==> config.mk <==
export PLATFORM = sky130hd
export DESIGN_NAME = rc_pulse_throttle_decoder_flat
export DESIGN_NICKNAME = d
export VERILOG_FILES = /design/src/rtl/core/rpt_pkg.sv /design/src/rtl/core/rpt_edge_if.sv /design/src/rtl/core/rpt_result_if.sv /design/src/rtl/core/rc_pulse_throttle_decoder.sv /design/src/rtl/core/rpt_in_stage.sv /design/src/rtl/core/rpt_core.sv /design/src/flat_wrapper.sv
export VERILOG_INCLUDE_DIRS = /design/src /design/src/rtl/core
export SDC_FILE = /design/constraint.sdc
export NUM_CORES = 1
export LEC_CHECK = 0
export BUFFER_PORTS_ARGS = -buffer_cell sky130_fd_sc_hd__buf_2
export CAP_MARGIN = 40
export CORE_AREA = 2 2 210 212
export DETAILED_ROUTE_END_ITERATION = 7
export DIE_AREA = 0 0 212 214
export PLACE_DENSITY_LB_ADDON = 0.2
export SETUP_SLACK_MARGIN = 0.15
export SYNTH_ARGS = -nofsm -noshare
export SYNTH_HDL_FRONTEND = slang
export SYNTH_HIERARCHICAL = 1
export SYNTH_SLANG_ARGS = --single-unit
==> constraint.sdc <==
create_clock -name clk_i -period 13.4 [get_ports clk_i]
set_clock_uncertainty 0.2 [all_clocks]
set_input_delay 2.68 -clock clk_i [delete_from_list [all_inputs] [get_ports clk_i]]
set_output_delay 2.68 -clock clk_i [all_outputs]
set_load 0.01 [all_outputs]
==> src/rtl/core/rc_pulse_throttle_decoder_macros.svh <==
// assertion macros shared by the throttle decoder rtl
// no dependencies; included by files that carry concurrent checks
`ifndef RC_PULSE_THROTTLE_DECODER_MACROS_SVH
`define RC_PULSE_THROTTLE_DECODER_MACROS_SVH

// same-cycle implication under active-low reset
`define RPT_ASSERT_NOW(label, clk, rst_n, ante, cons, msg) \
  label: assert property (@(posedge clk) disable iff (!rst_n) (ante) |-> (cons)) \
    else $error(msg);

// next-cycle implication under active-low reset
`define RPT_ASSERT_NEXT(label, clk, rst_n, ante, cons, msg) \
  label: assert property (@(posedge clk) disable iff (!rst_n) (ante) |=> (cons)) \
    else $error(msg);

`endif

==> src/rtl/core/rpt_pkg.sv <==
// types and constants for the rc pulse throttle decoder
// no dependencies; used by the interfaces and all modules
`timescale 1ns / 1ps
`default_nettype none

package rpt_pkg;

  localparam int TS_W      = 32;
  localparam int LEN_W     = 12;
  localparam int THR_W     = 12;
  localparam int CFG_W     = 12;
  localparam int CFG_IDX_W = 2;
  localparam int ERR_OUT_W = 16;
  localparam int DIFF_W    = 10;
  localparam int RECIP_W   = 26;
  localparam int PROD_W    = DIFF_W + RECIP_W;
  localparam int FRAC_SH   = 20;
  localparam int QUO_W     = 11;
  localparam int SUM_W     = THR_W + 1;

  typedef enum logic [CFG_IDX_W-1:0] {
    CFG_MIN_VALID = 2'd0,
    CFG_MAX_VALID = 2'd1,
    CFG_MIN_DUTY  = 2'd2
  } cfg_idx_e;

  typedef enum logic [1:0] {
    PROTO_NONE  = 2'd0,
    PROTO_PWM   = 2'd1,
    PROTO_OS125 = 2'd2,
    PROTO_OS42  = 2'd3
  } proto_e;

  localparam logic [CFG_W-1:0] MIN_VALID_RST = 12'd20;
  localparam logic [CFG_W-1:0] MAX_VALID_RST = 12'd2500;
  localparam logic [CFG_W-1:0] MIN_DUTY_RST  = 12'd400;

  localparam logic [LEN_W-1:0] PWM_DETECT   = 12'd750;
  localparam logic [LEN_W-1:0] OS125_DETECT = 12'd100;
  localparam logic [LEN_W-1:0] OS42_DETECT  = 12'd30;

  localparam logic [LEN_W-1:0] PWM_BASE   = 12'd1000;
  localparam logic [LEN_W-1:0] PWM_TOP    = 12'd2000;
  localparam logic [LEN_W-1:0] OS125_BASE = 12'd125;
  localparam logic [LEN_W-1:0] OS125_TOP  = 12'd250;
  localparam logic [LEN_W-1:0] OS42_BASE  = 12'd42;
  localparam logic [LEN_W-1:0] OS42_TOP   = 12'd84;

  // ceil(1648 * 2^20 / range), exact floor over each full span
  localparam logic [RECIP_W-1:0] PWM_RECIP   = 26'd1728054;
  localparam logic [RECIP_W-1:0] OS125_RECIP = 26'd13824426;
  localparam logic [RECIP_W-1:0] OS42_RECIP  = 26'd41144125;

  localparam logic [SUM_W-1:0] DUTY_MAX = 13'd2048;

  typedef struct packed {
    logic            edge_rising;
    logic [TS_W-1:0] timestamp_us;
  } item_t;

  typedef struct packed {
    logic [CFG_W-1:0] min_valid_pulse_us;
    logic [CFG_W-1:0] max_valid_pulse_us;
    logic [CFG_W-1:0] min_throttle_duty;
  } cfg_t;

endpackage

`default_nettype wire

==> src/rtl/core/rpt_edge_if.sv <==
// valid/ready channel carrying timestamped command edges
// depends on rpt_pkg
`timescale 1ns / 1ps
`default_nettype none

interface rpt_edge_if;
  logic                      valid;
  logic                      ready;
  logic                      edge_rising;
  logic [rpt_pkg::TS_W-1:0]  timestamp_us;

  modport source (output valid, output edge_rising, output timestamp_us, input ready);
  modport sink   (input valid, input edge_rising, input timestamp_us, output ready);
endinterface

`default_nettype wire

==> src/rtl/core/rpt_result_if.sv <==
// valid/ready channel carrying decoded throttle results
// depends on rpt_pkg
`timescale 1ns / 1ps
`default_nettype none

interface rpt_result_if;
  logic                          valid;
  logic                          ready;
  logic [rpt_pkg::THR_W-1:0]     throttle;
  logic                          throttle_updated;
  logic                          pulse_error;
  logic [1:0]                    protocol;
  logic [rpt_pkg::ERR_OUT_W-1:0] error_count;
  logic [rpt_pkg::TS_W-1:0]      last_ok_time_us;

  modport source (output valid, output throttle, output throttle_updated,
                  output pulse_error, output protocol, output error_count,
                  output last_ok_time_us, input ready);
  modport sink   (input valid, input throttle, input throttle_updated,
                  input pulse_error, input protocol, input error_count,
                  input last_ok_time_us, output ready);
endinterface

`default_nettype wire

==> src/rtl/core/rc_pulse_throttle_decoder.sv <==
// an accepted item goes through the input register, then the result register in rpt_core
// throughput: 1 item per cycle while the result channel is ready; set by the state update loop in rpt_core
// results wait in an output register while the input register takes the next item
// reset: async active low; clears state except the input item data, loads register defaults
// no memories, so there is no clearing pass after reset
`timescale 1ns / 1ps
`default_nettype none

module rc_pulse_throttle_decoder #(
  parameter int TIME_WIDTH        = 32,
  parameter int ERROR_COUNT_WIDTH = 16
) (
  input  wire logic                            clk_i,
  input  wire logic                            rst_ni,
  input  wire logic                            cfg_we_i,
  input  wire logic [rpt_pkg::CFG_IDX_W-1:0]   cfg_idx_i,
  input  wire logic [rpt_pkg::CFG_W-1:0]       cfg_data_i,
  rpt_edge_if.sink                             edge_if,
  rpt_result_if.source                         result_if
);

  rpt_pkg::cfg_t  cfg_q, cfg_d;
  rpt_pkg::item_t item;
  logic           item_valid;
  logic           take;

  always_comb begin
    cfg_d = cfg_q;
    if (cfg_we_i) begin
      case (rpt_pkg::cfg_idx_e'(cfg_idx_i))
        rpt_pkg::CFG_MIN_VALID: cfg_d.min_valid_pulse_us = cfg_data_i;
        rpt_pkg::CFG_MAX_VALID: cfg_d.max_valid_pulse_us = cfg_data_i;
        rpt_pkg::CFG_MIN_DUTY:  cfg_d.min_throttle_duty  = cfg_data_i;
        default: cfg_d = cfg_q;
      endcase
    end
  end

  always_ff @(posedge clk_i or negedge rst_ni) begin
    if (!rst_ni) begin
      cfg_q.min_valid_pulse_us <= rpt_pkg::MIN_VALID_RST;
      cfg_q.max_valid_pulse_us <= rpt_pkg::MAX_VALID_RST;
      cfg_q.min_throttle_duty  <= rpt_pkg::MIN_DUTY_RST;
    end else begin
      cfg_q <= cfg_d;
    end
  end

  rpt_in_stage u_in_stage (
    .clk_i        (clk_i),
    .rst_ni       (rst_ni),
    .edge_if      (edge_if),
    .take_i       (take),
    .item_valid_o (item_valid),
    .item_o       (item)
  );

  rpt_core #(
    .TIME_WIDTH        (TIME_WIDTH),
    .ERROR_COUNT_WIDTH (ERROR_COUNT_WIDTH)
  ) u_core (
    .clk_i        (clk_i),
    .rst_ni       (rst_ni),
    .item_valid_i (item_valid),
    .item_i       (item),
    .cfg_i        (cfg_q),
    .take_o       (take),
    .result_if    (result_if)
  );

endmodule

`default_nettype wire

==> src/rtl/core/rpt_in_stage.sv <==
// input register for edge items
// depends on rpt_pkg and rpt_edge_if
`timescale 1ns / 1ps
`default_nettype none

module rpt_in_stage (
  input  wire logic           clk_i,
  input  wire logic           rst_ni,
  rpt_edge_if.sink            edge_if,
  input  wire logic           take_i,
  output      logic           item_valid_o,
  output      rpt_pkg::item_t item_o
);

  logic           valid_q, valid_d;
  logic           load;
  rpt_pkg::item_t item_q;

  assign edge_if.ready = !valid_q || take_i;
  assign load          = edge_if.valid && edge_if.ready;

  always_comb begin
    valid_d = valid_q;
    if (load) begin
      valid_d = 1'b1;
    end else if (take_i) begin
      valid_d = 1'b0;
    end
  end

  always_ff @(posedge clk_i or negedge rst_ni) begin
    if (!rst_ni) begin
      valid_q <= 1'b0;
    end else begin
      valid_q <= valid_d;
    end
  end

  always_ff @(posedge clk_i) begin
    if (load) begin
      item_q.edge_rising  <= edge_if.edge_rising;
      item_q.timestamp_us <= edge_if.timestamp_us;
    end
  end

  assign item_valid_o = valid_q;
  assign item_o       = item_q;

endmodule

`default_nettype wire

==> src/rtl/core/rpt_core.sv <==
// pulse measurement, classification, throttle mapping, state and result register
// depends on rpt_pkg, rpt_result_if and the assertion macro header
`timescale 1ns / 1ps
`default_nettype none
`include "rc_pulse_throttle_decoder_macros.svh"

module rpt_core #(
  parameter int TIME_WIDTH        = 32,
  parameter int ERROR_COUNT_WIDTH = 16
) (
  input  wire logic           clk_i,
  input  wire logic           rst_ni,
  input  wire logic           item_valid_i,
  input  wire rpt_pkg::item_t item_i,
  input  wire rpt_pkg::cfg_t  cfg_i,
  output      logic           take_o,
  rpt_result_if.source        result_if
);

  logic [TIME_WIDTH-1:0]        rise_q, rise_d;
  logic [TIME_WIDTH-1:0]        good_time_q, good_time_d;
  logic [rpt_pkg::LEN_W-1:0]    cur_len_q, cur_len_d;
  logic [rpt_pkg::THR_W-1:0]    thr_q, thr_d;
  logic [ERROR_COUNT_WIDTH-1:0] err_cnt_q, err_cnt_d;
  logic                         out_valid_q, out_valid_d;
  logic                         upd_q, upd_d;
  logic                         perr_q, perr_d;
  rpt_pkg::proto_e              proto_q, proto_d;

  logic [TIME_WIDTH-1:0]        ts;
  logic [TIME_WIDTH-1:0]        len;
  logic [rpt_pkg::LEN_W-1:0]    len12;
  logic                         in_window;
  rpt_pkg::proto_e              cls;
  logic [rpt_pkg::LEN_W-1:0]    base, top, clamped;
  logic [rpt_pkg::RECIP_W-1:0]  recip;
  logic [rpt_pkg::DIFF_W-1:0]   diff;
  logic [rpt_pkg::PROD_W-1:0]   prod;
  logic [rpt_pkg::QUO_W-1:0]    quo;
  logic [rpt_pkg::SUM_W-1:0]    sum;
  logic [rpt_pkg::THR_W-1:0]    mapped;

  assign take_o = item_valid_i && (!out_valid_q || result_if.ready);

  if (TIME_WIDTH > rpt_pkg::TS_W) begin : g_ts_ext
    assign ts = {{(TIME_WIDTH - rpt_pkg::TS_W){1'b0}}, item_i.timestamp_us};
    assign result_if.last_ok_time_us = good_time_q[rpt_pkg::TS_W-1:0];
  end else if (TIME_WIDTH == rpt_pkg::TS_W) begin : g_ts_eq
    assign ts = item_i.timestamp_us;
    assign result_if.last_ok_time_us = good_time_q;
  end else begin : g_ts_cut
    assign ts = item_i.timestamp_us[TIME_WIDTH-1:0];
    assign result_if.last_ok_time_us =
      {{(rpt_pkg::TS_W - TIME_WIDTH){1'b0}}, good_time_q};
  end

  if (ERROR_COUNT_WIDTH > rpt_pkg::ERR_OUT_W) begin : g_err_cut
    assign result_if.error_count = err_cnt_q[rpt_pkg::ERR_OUT_W-1:0];
  end else if (ERROR_COUNT_WIDTH == rpt_pkg::ERR_OUT_W) begin : g_err_eq
    assign result_if.error_count = err_cnt_q;
  end else begin : g_err_ext
    assign result_if.error_count =
      {{(rpt_pkg::ERR_OUT_W - ERROR_COUNT_WIDTH){1'b0}}, err_cnt_q};
  end

  assign len       = ts - rise_q;
  assign len12     = len[rpt_pkg::LEN_W-1:0];
  assign in_window =
    (len >= {{(TIME_WIDTH - rpt_pkg::CFG_W){1'b0}}, cfg_i.min_valid_pulse_us}) &&
    (len <= {{(TIME_WIDTH - rpt_pkg::CFG_W){1'b0}}, cfg_i.max_valid_pulse_us});

  // protocol detect and span selection
  always_comb begin
    cls   = rpt_pkg::PROTO_NONE;
    base  = '0;
    top   = '0;
    recip = '0;
    if (len12 > rpt_pkg::PWM_DETECT) begin
      cls   = rpt_pkg::PROTO_PWM;
      base  = rpt_pkg::PWM_BASE;
      top   = rpt_pkg::PWM_TOP;
      recip = rpt_pkg::PWM_RECIP;
    end else if (len12 > rpt_pkg::OS125_DETECT) begin
      cls   = rpt_pkg::PROTO_OS125;
      base  = rpt_pkg::OS125_BASE;
      top   = rpt_pkg::OS125_TOP;
      recip = rpt_pkg::OS125_RECIP;
    end else if (len12 > rpt_pkg::OS42_DETECT) begin
      cls   = rpt_pkg::PROTO_OS42;
      base  = rpt_pkg::OS42_BASE;
      top   = rpt_pkg::OS42_TOP;
      recip = rpt_pkg::OS42_RECIP;
    end
  end

  // clamp, scale by reciprocal, add floor, saturate; zero at the span base
  always_comb begin
    logic [rpt_pkg::LEN_W-1:0] span;
    span = '0;
    if (len12 < base) begin
      clamped = base;
    end else if (len12 > top) begin
      clamped = top;
    end else begin
      clamped = len12;
    end
    span   = clamped - base;
    diff   = span[rpt_pkg::DIFF_W-1:0];
    prod   = {{rpt_pkg::RECIP_W{1'b0}}, diff} * {{rpt_pkg::DIFF_W{1'b0}}, recip};
    quo    = prod[rpt_pkg::FRAC_SH +: rpt_pkg::QUO_W];
    sum    = {1'b0, cfg_i.min_throttle_duty} + {2'b00, quo};
    if (diff == '0) begin
      mapped = '0;
    end else if (sum > rpt_pkg::DUTY_MAX) begin
      mapped = rpt_pkg::DUTY_MAX[rpt_pkg::THR_W-1:0];
    end else begin
      mapped = sum[rpt_pkg::THR_W-1:0];
    end
  end

  // state update for one item
  always_comb begin
    rise_d      = rise_q;
    good_time_d = good_time_q;
    cur_len_d   = cur_len_q;
    thr_d       = thr_q;
    err_cnt_d   = err_cnt_q;
    upd_d       = upd_q;
    perr_d      = perr_q;
    proto_d     = proto_q;
    out_valid_d = out_valid_q;
    if (result_if.ready) begin
      out_valid_d = 1'b0;
    end
    if (take_o) begin
      out_valid_d = 1'b1;
      upd_d       = 1'b0;
      perr_d      = 1'b0;
      proto_d     = rpt_pkg::PROTO_NONE;
      if (item_i.edge_rising) begin
        rise_d = ts;
      end else if (in_window) begin
        cur_len_d   = len12;
        good_time_d = ts;
        if (len12 != cur_len_q) begin
          if (cls == rpt_pkg::PROTO_NONE) begin
            perr_d = 1'b1;
            if (!(&err_cnt_q)) begin
              err_cnt_d = err_cnt_q + 1'b1;
            end
          end else begin
            proto_d = cls;
            thr_d   = mapped;
            upd_d   = 1'b1;
          end
        end
      end else begin
        perr_d = 1'b1;
        if (!(&err_cnt_q)) begin
          err_cnt_d = err_cnt_q + 1'b1;
        end
      end
    end
  end

  always_ff @(posedge clk_i or negedge rst_ni) begin
    if (!rst_ni) begin
      rise_q      <= '0;
      good_time_q <= '0;
      cur_len_q   <= '0;
      thr_q       <= '0;
      err_cnt_q   <= '0;
      out_valid_q <= 1'b0;
      upd_q       <= 1'b0;
      perr_q      <= 1'b0;
      proto_q     <= rpt_pkg::PROTO_NONE;
    end else begin
      rise_q      <= rise_d;
      good_time_q <= good_time_d;
      cur_len_q   <= cur_len_d;
      thr_q       <= thr_d;
      err_cnt_q   <= err_cnt_d;
      out_valid_q <= out_valid_d;
      upd_q       <= upd_d;
      perr_q      <= perr_d;
      proto_q     <= proto_d;
    end
  end

  assign result_if.valid            = out_valid_q;
  assign result_if.throttle         = thr_q;
  assign result_if.throttle_updated = upd_q;
  assign result_if.pulse_error      = perr_q;
  assign result_if.protocol         = proto_q;

  `RPT_ASSERT_NOW(a_upd_perr_excl, clk_i, rst_ni, out_valid_q, !(upd_q && perr_q),
    "update and pulse error in one item")
  `RPT_ASSERT_NOW(a_proto_with_upd, clk_i, rst_ni, out_valid_q,
    (proto_q != rpt_pkg::PROTO_NONE) == upd_q, "protocol reported without update")
  `RPT_ASSERT_NOW(a_thr_bound, clk_i, rst_ni, 1'b1,
    {1'b0, thr_q} <= rpt_pkg::DUTY_MAX, "throttle above full scale")
  `RPT_ASSERT_NEXT(a_err_mono, clk_i, rst_ni, take_o, err_cnt_q >= $past(err_cnt_q),
    "error count went down")

endmodule

`default_nettype wire
==> src/flat_wrapper.sv <==
// flat-port wrapper written by rule: the top's interface ports become plain ports
module rc_pulse_throttle_decoder_flat 
#(
  parameter int TIME_WIDTH        = 32,
  parameter int ERROR_COUNT_WIDTH = 16
)
  (clk_i, rst_ni, cfg_we_i, cfg_idx_i, cfg_data_i, edge_if_valid, edge_if_edge_rising, edge_if_timestamp_us, edge_if_ready, result_if_valid, result_if_throttle, result_if_throttle_updated, result_if_pulse_error, result_if_protocol, result_if_error_count, result_if_last_ok_time_us, result_if_ready);
  rpt_edge_if edge_if_i ();
  rpt_result_if result_if_i ();
  input  wire logic clk_i;
  input  wire logic rst_ni;
  input  wire logic cfg_we_i;
  input  wire logic [rpt_pkg::CFG_IDX_W-1:0] cfg_idx_i;
  input  wire logic [rpt_pkg::CFG_W-1:0] cfg_data_i;
  input wire logic [$bits(edge_if_i.valid)-1:0] edge_if_valid;
  input wire logic [$bits(edge_if_i.edge_rising)-1:0] edge_if_edge_rising;
  input wire logic [$bits(edge_if_i.timestamp_us)-1:0] edge_if_timestamp_us;
  output wire logic [$bits(edge_if_i.ready)-1:0] edge_if_ready;
  output wire logic [$bits(result_if_i.valid)-1:0] result_if_valid;
  output wire logic [$bits(result_if_i.throttle)-1:0] result_if_throttle;
  output wire logic [$bits(result_if_i.throttle_updated)-1:0] result_if_throttle_updated;
  output wire logic [$bits(result_if_i.pulse_error)-1:0] result_if_pulse_error;
  output wire logic [$bits(result_if_i.protocol)-1:0] result_if_protocol;
  output wire logic [$bits(result_if_i.error_count)-1:0] result_if_error_count;
  output wire logic [$bits(result_if_i.last_ok_time_us)-1:0] result_if_last_ok_time_us;
  input wire logic [$bits(result_if_i.ready)-1:0] result_if_ready;
  assign edge_if_i.valid = edge_if_valid;
  assign edge_if_i.edge_rising = edge_if_edge_rising;
  assign edge_if_i.timestamp_us = edge_if_timestamp_us;
  assign edge_if_ready = edge_if_i.ready;
  assign result_if_valid = result_if_i.valid;
  assign result_if_throttle = result_if_i.throttle;
  assign result_if_throttle_updated = result_if_i.throttle_updated;
  assign result_if_pulse_error = result_if_i.pulse_error;
  assign result_if_protocol = result_if_i.protocol;
  assign result_if_error_count = result_if_i.error_count;
  assign result_if_last_ok_time_us = result_if_i.last_ok_time_us;
  assign result_if_i.ready = result_if_ready;
  rc_pulse_throttle_decoder #(.TIME_WIDTH(TIME_WIDTH), .ERROR_COUNT_WIDTH(ERROR_COUNT_WIDTH)) u_core (.clk_i(clk_i), .rst_ni(rst_ni), .cfg_we_i(cfg_we_i), .cfg_idx_i(cfg_idx_i), .cfg_data_i(cfg_data_i), .edge_if(edge_if_i), .result_if(result_if_i));
endmodule
Yosys cells after proc, flatten, opt, wreduce, memory -nomap -nowiden
Index checks and enable logic that the tools add are counted.
{"block": "word_totals", "reg_bits": 179, "input_bits": 52, "out_inout_bits": 66, "wordCells": 91}
{"block": "op_classes", "add_sub_neg": 4, "multipliers": 1, "n_lt_le_gt_ge": 8, "eq_ne": 5, "muxes": 36, "n_bitwise": 2, "n_reduce_logical": 20}
{"op": "two-way mux 26 bit", "count": 3}
{"op": "two-way mux 16 bit", "count": 4}
{"op": "greater-or-equal comparator 32 x 12 -> 1 bit", "count": 1}
{"op": "<= comparator 32 x 12 -> 1 bit", "count": 1}
{"op": "subtractor 32 bit", "count": 1}
{"op": "multiplier 10 x 26 -> 31 bit", "count": 1}
{"op": "two-way mux 10 bit", "count": 3}
{"op": "two-way mux 12 bit", "count": 2}
{"op": "adder 16 x 1 -> 16 bit (second input constant)", "count": 1}
{"op": "AND reduction 16 bit", "count": 1}
{"op": "two-way mux 2 bit", "count": 7}
{"op": "two-way mux 7 bit", "count": 2}
{"op": "adder 12 x 11 -> 13 bit", "count": 1}
{"op": "greater-than comparator 13 x 12 -> 1 bit (second input constant)", "count": 1}
{"op": "greater-than comparator 12 x 10 -> 1 bit (second input constant)", "count": 1}
{"op": "greater-than comparator 12 x 11 -> 1 bit", "count": 1}
{"op": "greater-than comparator 12 x 5 -> 1 bit (second input constant)", "count": 1}
{"op": "greater-than comparator 12 x 7 -> 1 bit (second input constant)", "count": 1}
{"op": "less-than comparator 12 x 10 -> 1 bit", "count": 1}
{"op": "two-way mux 1 bit", "count": 12}
{"op": "inequality test 12 bit", "count": 1}
{"op": "two-way mux 11 bit", "count": 1}
{"op": "logical NOT 10 bit", "count": 1}
{"op": "subtractor 10 bit", "count": 1}
{"op": "other kinds (15)", "count": 26}

Depth between registers and ports, before layout
Gate-level depths: netlist of the first run.
{"block": "logic_depth", "ltp_word": 14, "mapped_depth": 70, "mapped_depth_nobuf": 69}

Modules after synthesis
Netlist of the first run, hierarchy kept.
{"module": "rpt_core", "n_inst": 1, "cells_per_inst": 1612, "area_each_um2": 14696.6}
{"module": "rc_pulse_throttle_decoder", "n_inst": 1, "cells_per_inst": 78, "area_each_um2": 1368.8}
{"module": "rpt_in_stage", "n_inst": 1, "cells_per_inst": 37, "area_each_um2": 1044.8}

Worst setup path before layout of the first run
Ideal clock, no wire load.
{"block": "synth_timing", "path_kind": "register -> register", "start": "register u_core.u_in_stage.item_q (netlist bit u_core/u_in_stage/item_o[0])", "end": "register u_core.u_core.thr_q (netlist bit u_core/u_core/result_if.throttle[9])", "arrival_time_ns": 13.320, "required_time_ns": 13.134, "slack_ns": -0.186, "path_stages_with_launch": 68, "path_buffers": 1, "synth_period_minus_slack_ns": 13.586, "cell_sequence": "edfxtp_1 > inv_1 > ha_1 > inv_1 > fa_1 > a211oi_2 > o21ai_0 > and3_1 > nor3_1 > o21bai_2 > and2b_1 > inv_2 > nor2_4 > inv_2 > clkbuf_1 > ha_1 > nor2b_1 > o21a_1 > [... 32 more ...] > a21o_1 > a21oi_1 > a21boi_0 > nor2b_1 > nor2_1 > xnor2_1 > ha_1 > a21o_1 > a21oi_1 > o21ai_0 > o41ai_1 > o211a_1 > o21bai_1 > a21oi_1 > xnor2_1 > nand2b_1 > or4_1 > nand2_1"}
{"block": "synth_via", "elab_chain_len": 14, "word_cells_on_any_way": 34, "cone_classes": "add/sub (3); mul (1); order compare (8); eq/ne (1); mux (16); bitwise (1); reduce/logical (4)"}
{"item": "start, declared", "line_no": "rpt_in_stage.sv:17", "text": "rpt_pkg::item_t item_q;"}
{"item": "subtractor 32 bit (*)", "line_no": "rpt_core.sv:66", "text": "assign len = ts - rise_q;"}
{"item": "named net u_core.u_core.len[10]", "line_no": "rpt_core.sv:31", "text": "logic [TIME_WIDTH-1:0] len;"}
{"item": "greater-than comparator 12 x 5 -> 1 bit", "line_no": "rpt_core.sv:88", "text": "end else if (len12 > rpt_pkg::OS42_DETECT) begin"}
{"item": "two-way mux 7 bit", "line_no": "rpt_core.sv:88"}
{"item": "two-way mux 8 bit", "line_no": "rpt_core.sv:83", "text": "end else if (len12 > rpt_pkg::OS125_DETECT) begin"}
{"item": "two-way mux 11 bit", "line_no": "rpt_core.sv:78", "text": "if (len12 > rpt_pkg::PWM_DETECT) begin"}
{"item": "greater-than comparator 12 x 11 -> 1 bit", "line_no": "rpt_core.sv:102", "text": "end else if (len12 > top) begin"}
{"item": "two-way mux 10 bit", "line_no": "rpt_core.sv:102"}
{"item": "two-way mux 10 bit", "line_no": "rpt_core.sv:100", "text": "if (len12 < base) begin"}
{"item": "subtractor 10 bit", "line_no": "rpt_core.sv:107", "text": "span = clamped - base;"}
{"item": "multiplier 10 x 26 -> 31 bit", "line_no": "rpt_core.sv:109", "text": "prod = {{rpt_pkg::RECIP_W{1'b0}}, diff} * {{rpt_pkg::DIFF_W{1'b0}}, recip};"}
{"item": "adder 12 x 11 -> 13 bit", "line_no": "rpt_core.sv:111", "text": "sum = {1'b0, cfg_i.min_throttle_duty} + {2'b00, quo};"}
{"item": "greater-than comparator 13 x 12 -> 1 bit", "line_no": "rpt_core.sv:114", "text": "end else if (sum > rpt_pkg::DUTY_MAX) begin"}
{"item": "two-way mux 12 bit", "line_no": "rpt_core.sv:114"}
{"item": "two-way mux 12 bit", "line_no": "rpt_core.sv:112", "text": "if (diff == '0) begin"}
{"item": "end signal, assigned", "line_no": "rpt_core.sv:181", "text": "thr_q <= thr_d;"}
{"item": "end, declared", "line_no": "rpt_core.sv:23", "text": "logic [rpt_pkg::THR_W-1:0] thr_q, thr_d;"}
The timed path passes the listed nets; every way through them passes the cells marked *.
A chain may end at the register's enable or synchronous reset.

Worst setup path in the final report of the first run
{"block": "layout_timing", "start": "register u_core.u_in_stage.item_q (netlist bit u_core/u_in_stage/item_o[2])", "end": "register u_core.u_core.thr_q (netlist bit u_core/u_core/result_if.throttle[7])"}
{"block": "layout_via", "elab_chain_len": 14, "word_cells_on_any_way": 34, "cone_classes": "add/sub (3); mul (1); order compare (8); eq/ne (1); mux (16); bitwise (1); reduce/logical (4)"}
{"item": "subtractor 32 bit (*)", "line_no": "rpt_core.sv:66"}
{"item": "greater-than comparator 12 x 5 -> 1 bit", "line_no": "rpt_core.sv:88"}
{"item": "two-way mux 7 bit", "line_no": "rpt_core.sv:88"}
{"item": "two-way mux 8 bit", "line_no": "rpt_core.sv:83"}
{"item": "two-way mux 11 bit", "line_no": "rpt_core.sv:78"}
{"item": "greater-than comparator 12 x 11 -> 1 bit", "line_no": "rpt_core.sv:102"}
{"item": "two-way mux 10 bit", "line_no": "rpt_core.sv:102"}
{"item": "two-way mux 10 bit", "line_no": "rpt_core.sv:100"}
{"item": "subtractor 10 bit", "line_no": "rpt_core.sv:107"}
{"item": "multiplier 10 x 26 -> 31 bit", "line_no": "rpt_core.sv:109"}
{"item": "adder 12 x 11 -> 13 bit", "line_no": "rpt_core.sv:111"}
{"item": "greater-than comparator 13 x 12 -> 1 bit", "line_no": "rpt_core.sv:114"}
{"item": "two-way mux 12 bit", "line_no": "rpt_core.sv:114"}
{"item": "two-way mux 12 bit", "line_no": "rpt_core.sv:112"}
Mark *: on every way between the ends. The rest lies on a longest branch, timed or not.

==> out/qor.csv, run 1 <==
metric;value;unit
synthFlopType;dfrtp_1;
path_max_fanout;6;
drtIter0Drc;632;
fin_worst_hold_slack;0.273;ns
boundaryPins;118;
floorplan.die_area;45400;µm²
timing.final.max_slew_violations;0;
r2r_start;u_core/u_in_stage/item_o[2];
fp-row-count;76;
synth_top_cell_by_area;dfrtp_1;
synth-xor-area-share;4.20;%
first_global_vias;13279;
start_util;39.9;%
worst-slew-pin-transition;0.792;ns
syn_inst;1727;
hold_viol_final;0;
async_flop_share;81.6;%
dpl.hpwl;37.2;mm
fmaxAchievable;77.8;MHz
setup.worst_path.start;u_core/u_in_stage/item_o[2];
die_x;212;µm
crit_path_start_kind;register;
final_common_cell;inv_1;
synth_compound_gate_area_share;10.3;%
synth_largest_type_area_fraction;19.9;%
place.port_buffers;117;
worstReg2RegEnd;u_core/u_core/result_if.throttle[7];
layoutNonFillerInstCount;2555;
worst-path-stages;67;
worst_path_max_delay_cell;fa_2;
antenna_found_initial;0;
worst_skew_pair.late_latency;0.46;ns
final_layout_size_suffix_gt1_share;27.1;%
setup.worst_path.end;u_core/u_core/result_if.throttle[7];
arrival;13.04;ns
placer_s_final_routability_congestion_estimate;0.944;
placed_instances;2494;
finalCritPeriodShare;95.9;%
synth_fp_nets;2099;
dr.pass1.iters;7;
synth-edff-count;33;
synth_seq_cells;179;
cp_num_buf_inv;11;
fp.dieH;214;µm
synth.avg_cell_area;9.91;µm²
synth_top_family_by_area;adder cells;
clkTransAtPathRegs;0.07;ns
global_route.overflow_total;0;
filler_cell_count_in_the_final_layout;4122;
ctsRootBufferMaster;clkbuf_16;
period_needed;12.85;ns
cts-root-to-sink-buffers;2;
post_synth_instance_area;17100;µm²
cts.hold.buffers_added;0;
routed_wl;45.3;mm
route.detailed.wl_per_inst;17.7;µm
areaGrowthSynthToFinish;19.3;%
synth_seq_area_share;27.2;%
timing.slew.headroom;47.1;%
synth-simple-area-share;12.5;%
finalSetupViolations;0;
dr_total_vias;12917;
grt_pass1_wl;71.7;mm
multiInputGateArea;11700;µm²
synth_adder_area_share;30.3;%
endpoint_kind;register;
worst_ep_required_time;13.58;ns
hp-class;reg2reg;
grt_start_max_net_pins;83;
cts_made_buffers;17;
fin_tns_setup;0;ns
drtAntennaViolNets;0;
antennaDiodeCount;0;
rsz0062_at_grt;true;
run_status;completed;
cts_num_sinks;179;
gr-usage-all-layers;20.5;%
worstSetupPathType;reg2reg;
htreeDepth;4;
final_net_count;2329;
max_cap_violations;0;
synth_area_leaders;dfrtp_1, fa_1, ha_1;
ff2ff_path_depth;67;
drcViolationCount;0;
worst-r2r-setup-slack;0.55;ns
detail_route.vias_per_cell;5.06;
clock_tree_from_tritoncts;built;
synth.mux.area_fraction;7.24;%
ff_latch_area;4660;µm²
netlist-cell-type-count;103;
synth-warning-count;6;
critical-path-max-stage-delay;0.61;ns
most-common-layout-cells;inv_1, fa_1, ha_1, dfrtp_1;
cpLargestDelayFamily;compound AO/OA/AOI/OAI gates;
area_of_the_core_region;42900;µm²
-- flip-flops by register name (all words and copies together) (netlist names) --
name / count
u_core/u_core/cur_len_q: 12
u_core/u_core/result_if.protocol: 2
u_core/u_in_stage/item_valid_o: 1
u_core/cfg_q: 36
u_core/u_core/result_if.pulse_error: 1
u_core/u_in_stage/item_o: 33
u_core/u_core/result_if.valid: 1
u_core/u_core/result_if.throttle_updated: 1
u_core/u_core/result_if.throttle: 12
u_core/u_core/result_if.error_count: 16
u_core/u_core/rise_q: 32
u_core/u_core/result_if.last_ok_time_us: 32
-- worst register-to-register path, delay by kind of cell, from the launching register on --
kind | cells | cell delay [ns]
flip-flops | 1 | 0.42
buffers and inverters | 11 | 1.13
AO/OA/AOI/OAI | 28 | 4.53
AND/OR/NAND/NOR | 15 | 1.93
adder cells (fa/ha/maj) | 10 | 4.02
XOR/XNOR | 3 | 0.56
-- cells by family (layout without fill, tap and decap cells) --
group | Yosys count | after routing
compound gates | 262 | 262
xor+xnor | 78 | 78
fa+ha+maj | 320 | 320
buf+inv | 361 | 604
flops | 179 | 179
mux | 108 | 108
simple gates | 419 | 419
-- synth_stat cells, types with 7 or more instances --
library cell and instances:
or3_1 8, dfstp_2 10, nor2_1 119, o21a_1 8
o21ai_0 64, and3_1 10, mux2_2 84, xor2_1 32
nand2_1 101, nor4_1 8, inv_1 320, a21oi_1 54
nand4_1 15, mux2_4 8, clkbuf_1 16, nor3_1 32
dfrtp_1 136, buf_4 7, fa_1 158, a21o_1 29
nand2b_1 28, a31oi_1 12, o211ai_1 10, o21ai_1 10
xnor2_1 43, ha_1 162, edfxtp_1 33, mux2_1 10
nor2b_1 13, nand3_1 22, or2_2 14
-- cell type report --
type                            instances  share of cell area (%)
Timing Repair Buffer                  245                    7.91
Sequential cell                       179                    22.8
Multi-Input combinational cell       1187                    57.1
Clock buffer                           22                    2.22
Inverter                              327                    6.04
Tap cell                              585                    3.59
Clock inverter                         10                   0.319
-- what timing repair did --
action                                  CTS  global route
pin swaps                                 4           119
setup buffers                             2            26
hold endpoints to repair                  0             0
gates cloned                              0             1
endpoints found under the setup margin   11            12
gates resized for setup                  14           152
-- metrics by stage --
| step | worst slack, ns | area, µm² | util, % |
|---|---|---|---|
| after floorplan | 0.175 | 17100 | - |
| after global placement | 0.203 | 19000 | 44.3 |
| after detailed placement | -0.0409 | 19000 | 44.4 |
| after CTS | 0.186 | 19600 | 45.8 |
| after global routing | -0.186 | 20400 | 47.6 |
| final | 0.545 | 20400 | 47.6 |
-- worst min path at each step --
stage,startpoint,to,slack (ns),cells past startpoint
2_1_floorplan,u_core/u_core/rise_q[0],u_core/u_core/rise_q[0],0.25,2
3_3_place_gp,u_core/u_core/result_if.throttle[9],u_core/u_core/result_if.throttle[9],0.25,2
3_5_place_dp,u_core/u_core/result_if.throttle[10],u_core/u_core/result_if.throttle[10],0.26,2
4_1_cts,u_core/u_core/result_if.throttle[10],u_core/u_core/result_if.throttle[10],0.28,2
5_1_grt,u_core/u_core/result_if.throttle[11],u_core/u_core/result_if.throttle[11],0.31,1
6_report,u_core/u_core/result_if.throttle[11],u_core/u_core/result_if.throttle[11],0.27,1
-- per-layer routing --
metal	up-vias	part of all wire (%)	GRT usage, %
li1	6217	-	-
met1	6397	44	26.1
met2	240	50	35.4
met3	63	3.0	2.74
met4	0	3.0	7.63
met5	-	0	0
Power of run 1 is left out: the tool's default activity adds up to more than one toggle a clock period on the data nets, which glitch-free logic cannot reach.
==> run 2: changes to the inputs <==
--- a/config.mk
+++ b/config.mk
@@ -11,7 +11,6 @@
 export CORE_AREA = 2 2 210 212
 export DETAILED_ROUTE_END_ITERATION = 7
 export DIE_AREA = 0 0 212 214
-export PLACE_DENSITY_LB_ADDON = 0.2
 export SETUP_SLACK_MARGIN = 0.15
 export SYNTH_ARGS = -nofsm -noshare
 export SYNTH_HDL_FRONTEND = slang
==> out/qor.csv, run 2 (synthesized netlist as in run 1, its figures left out) <==
metric;value;unit
worst_path_max_delay_cell;fa_1;
fin_util;47.7;%
flip_flop_count_of_the_largest_register_all_copies_and_words_added;36;
path_max_fanout;8;
first_global_vias;13433;
hp-class;reg2reg;
route.detailed.wl_per_inst;17.4;µm
placed_instances;2495;
placer_s_final_routability_congestion_estimate;0.939;
post_route_m1_wl;19.1;mm
max_cap_violations;0;
filler_cell_count_in_the_final_layout;4055;
worstSetupPathType;reg2reg;
detail_route.vias_per_cell;5.07;
cts.hold.buffers_added;0;
critical-path-max-stage-delay;0.55;ns
post_route_standard_cell_area_excluding_fillers;20500;µm²
run_status;completed;
htreeDepth;4;
start_util;39.9;%
critical_path.most_common_cell;fa_1;
gr-usage-all-layers;20.2;%
clkTransAtPathRegs;0.07;ns
fp.dieH;214;µm
most-common-layout-cells;inv_1, fa_1, ha_1, dfrtp_1, buf_4;
place.port_buffers;117;
grt_start_max_net_pins;88;
final_layout_size_suffix_gt1_share;27.0;%
rsz0062_at_grt;true;
cts_made_buffers;17;
dr_total_vias;12980;
fp-row-count;76;
worst-r2r-setup-slack;0.58;ns
drcViolationCount;0;
cts-root-to-sink-buffers;2;
registers.top_by_ff_count;u_core/cfg_q;
areaGrowthSynthToFinish;19.6;%
drtAntennaViolNets;0;
route.met2.wl;23.0;mm
period_needed;12.82;ns
global_route.overflow_total;0;
worst-slew-pin-transition;0.806;ns
ctsRootBufferMaster;clkbuf_16;
floorplan.die_area;45400;µm²
drtIter0Drc;515;
worst_skew_pair.late_latency;0.46;ns
antennaDiodeCount;0;
cts_num_sinks;179;
place_area;19000;µm²
fin_worst_hold_slack;0.276;ns
dpl.hpwl;36.6;mm
arrival;13.01;ns
antenna_found_initial;0;
finalCritPeriodShare;95.7;%
detailroute.wirelength.met3;1.39;mm
grt_pass1_wl;71.5;mm
timing.slew.headroom;46.1;%
dr.pass1.iters;5;
layoutNonFillerInstCount;2559;
die_x;212;µm
clock_tree_from_tritoncts;built;
crit_path_start_kind;register;
final_net_count;2333;
hold_viol_final;0;
routed_wl;44.5;mm
timing.final.max_slew_violations;0;
area_of_the_core_region;42900;µm²
top_layer;met4;
finalSetupViolations;0;
endpoint_kind;register;
fmaxAchievable;78.0;MHz
worst_ep_required_time;13.59;ns
boundaryPins;118;
final_common_cell;inv_1;
run 2: cell types whose count changed in the layout (fill, tap and decap cells not counted), moves of 6 or more:
cell | previous run | this run
o21ai_1 | 24 | 18
inv_2 | 26 | 20
buf_4 | 116 | 126
fa_1 | 144 | 151
fa_2 | 14 | 7
buf_6 | 12 | 5
nor2_1 | 100 | 107
nor2_2 | 15 | 8
run 2: final cells by class:
cell class	instances	area [µm²]	share of cell area [%]
clock buffer	20	447	2.18
sequential	179	4660	22.8
inverter	327	1240	6.05
timing repair buffer	249	1620	7.89
tap	585	732	3.58
clock inverter	12	106	0.520
multi-input combinational	1187	11700	57.0
run 2: worst paths after layout:
path / from / endpoint / cells past startpoint
hold / removal: u_core/u_core/result_if.throttle[9] / u_core/u_core/result_if.throttle[9] / 2
hold reg to reg: u_core/u_core/result_if.throttle[9] / u_core/u_core/result_if.throttle[9] / 2
setup reg to reg: u_core/u_in_stage/item_o[0] / u_core/u_core/result_if.throttle[0] / 60
setup / recovery: u_core/u_in_stage/item_o[0] / u_core/u_core/result_if.throttle[0] / 60
max in group asynchronous: rst_ni / u_core/cfg_q[5] / 3
min in group asynchronous: rst_ni / u_core/u_core/result_if.last_ok_time_us[19] / 2
run 2: critical path, delay by kind of cell, from the launching register on:
| kind | cells | cell delay, ns |
|---|---|---|
| and+or+nand+nor | 14 | 1.78 |
| AOI/OAI and AO/OA | 22 | 4.34 |
| adders and majority gates | 12 | 4.38 |
| DFF | 1 | 0.37 |
| buffers and inverters | 9 | 1.07 |
| xor gates and xnor gates | 3 | 0.63 |
run 2: per-stage QoR:
stage,worst slack [ns],TNS [ns]
final,0.579,0
after detailed placement,-0.258,-2.52
after global routing,-0.0726,-0.388
after floorplan,0.175,0
after CTS,0.162,0
after global placement,0.0326,0
run 2: timing repair:
item | CTS | global route
setup buffers | 1 | 29
gates resized for setup | 20 | 135
endpoints found under the setup margin | 12 | 12
pin swaps | 5 | 75
gates cloned | 0 | 2
run 2: metal layers:
layer,global-route usage (%),vias to the layer above
li1,-,6231
met1,25.3,6472
met2,35.5,228
met3,3.31,49
met4,6.20,0
met5,0,-
Power of run 2 is left out for the same reason.
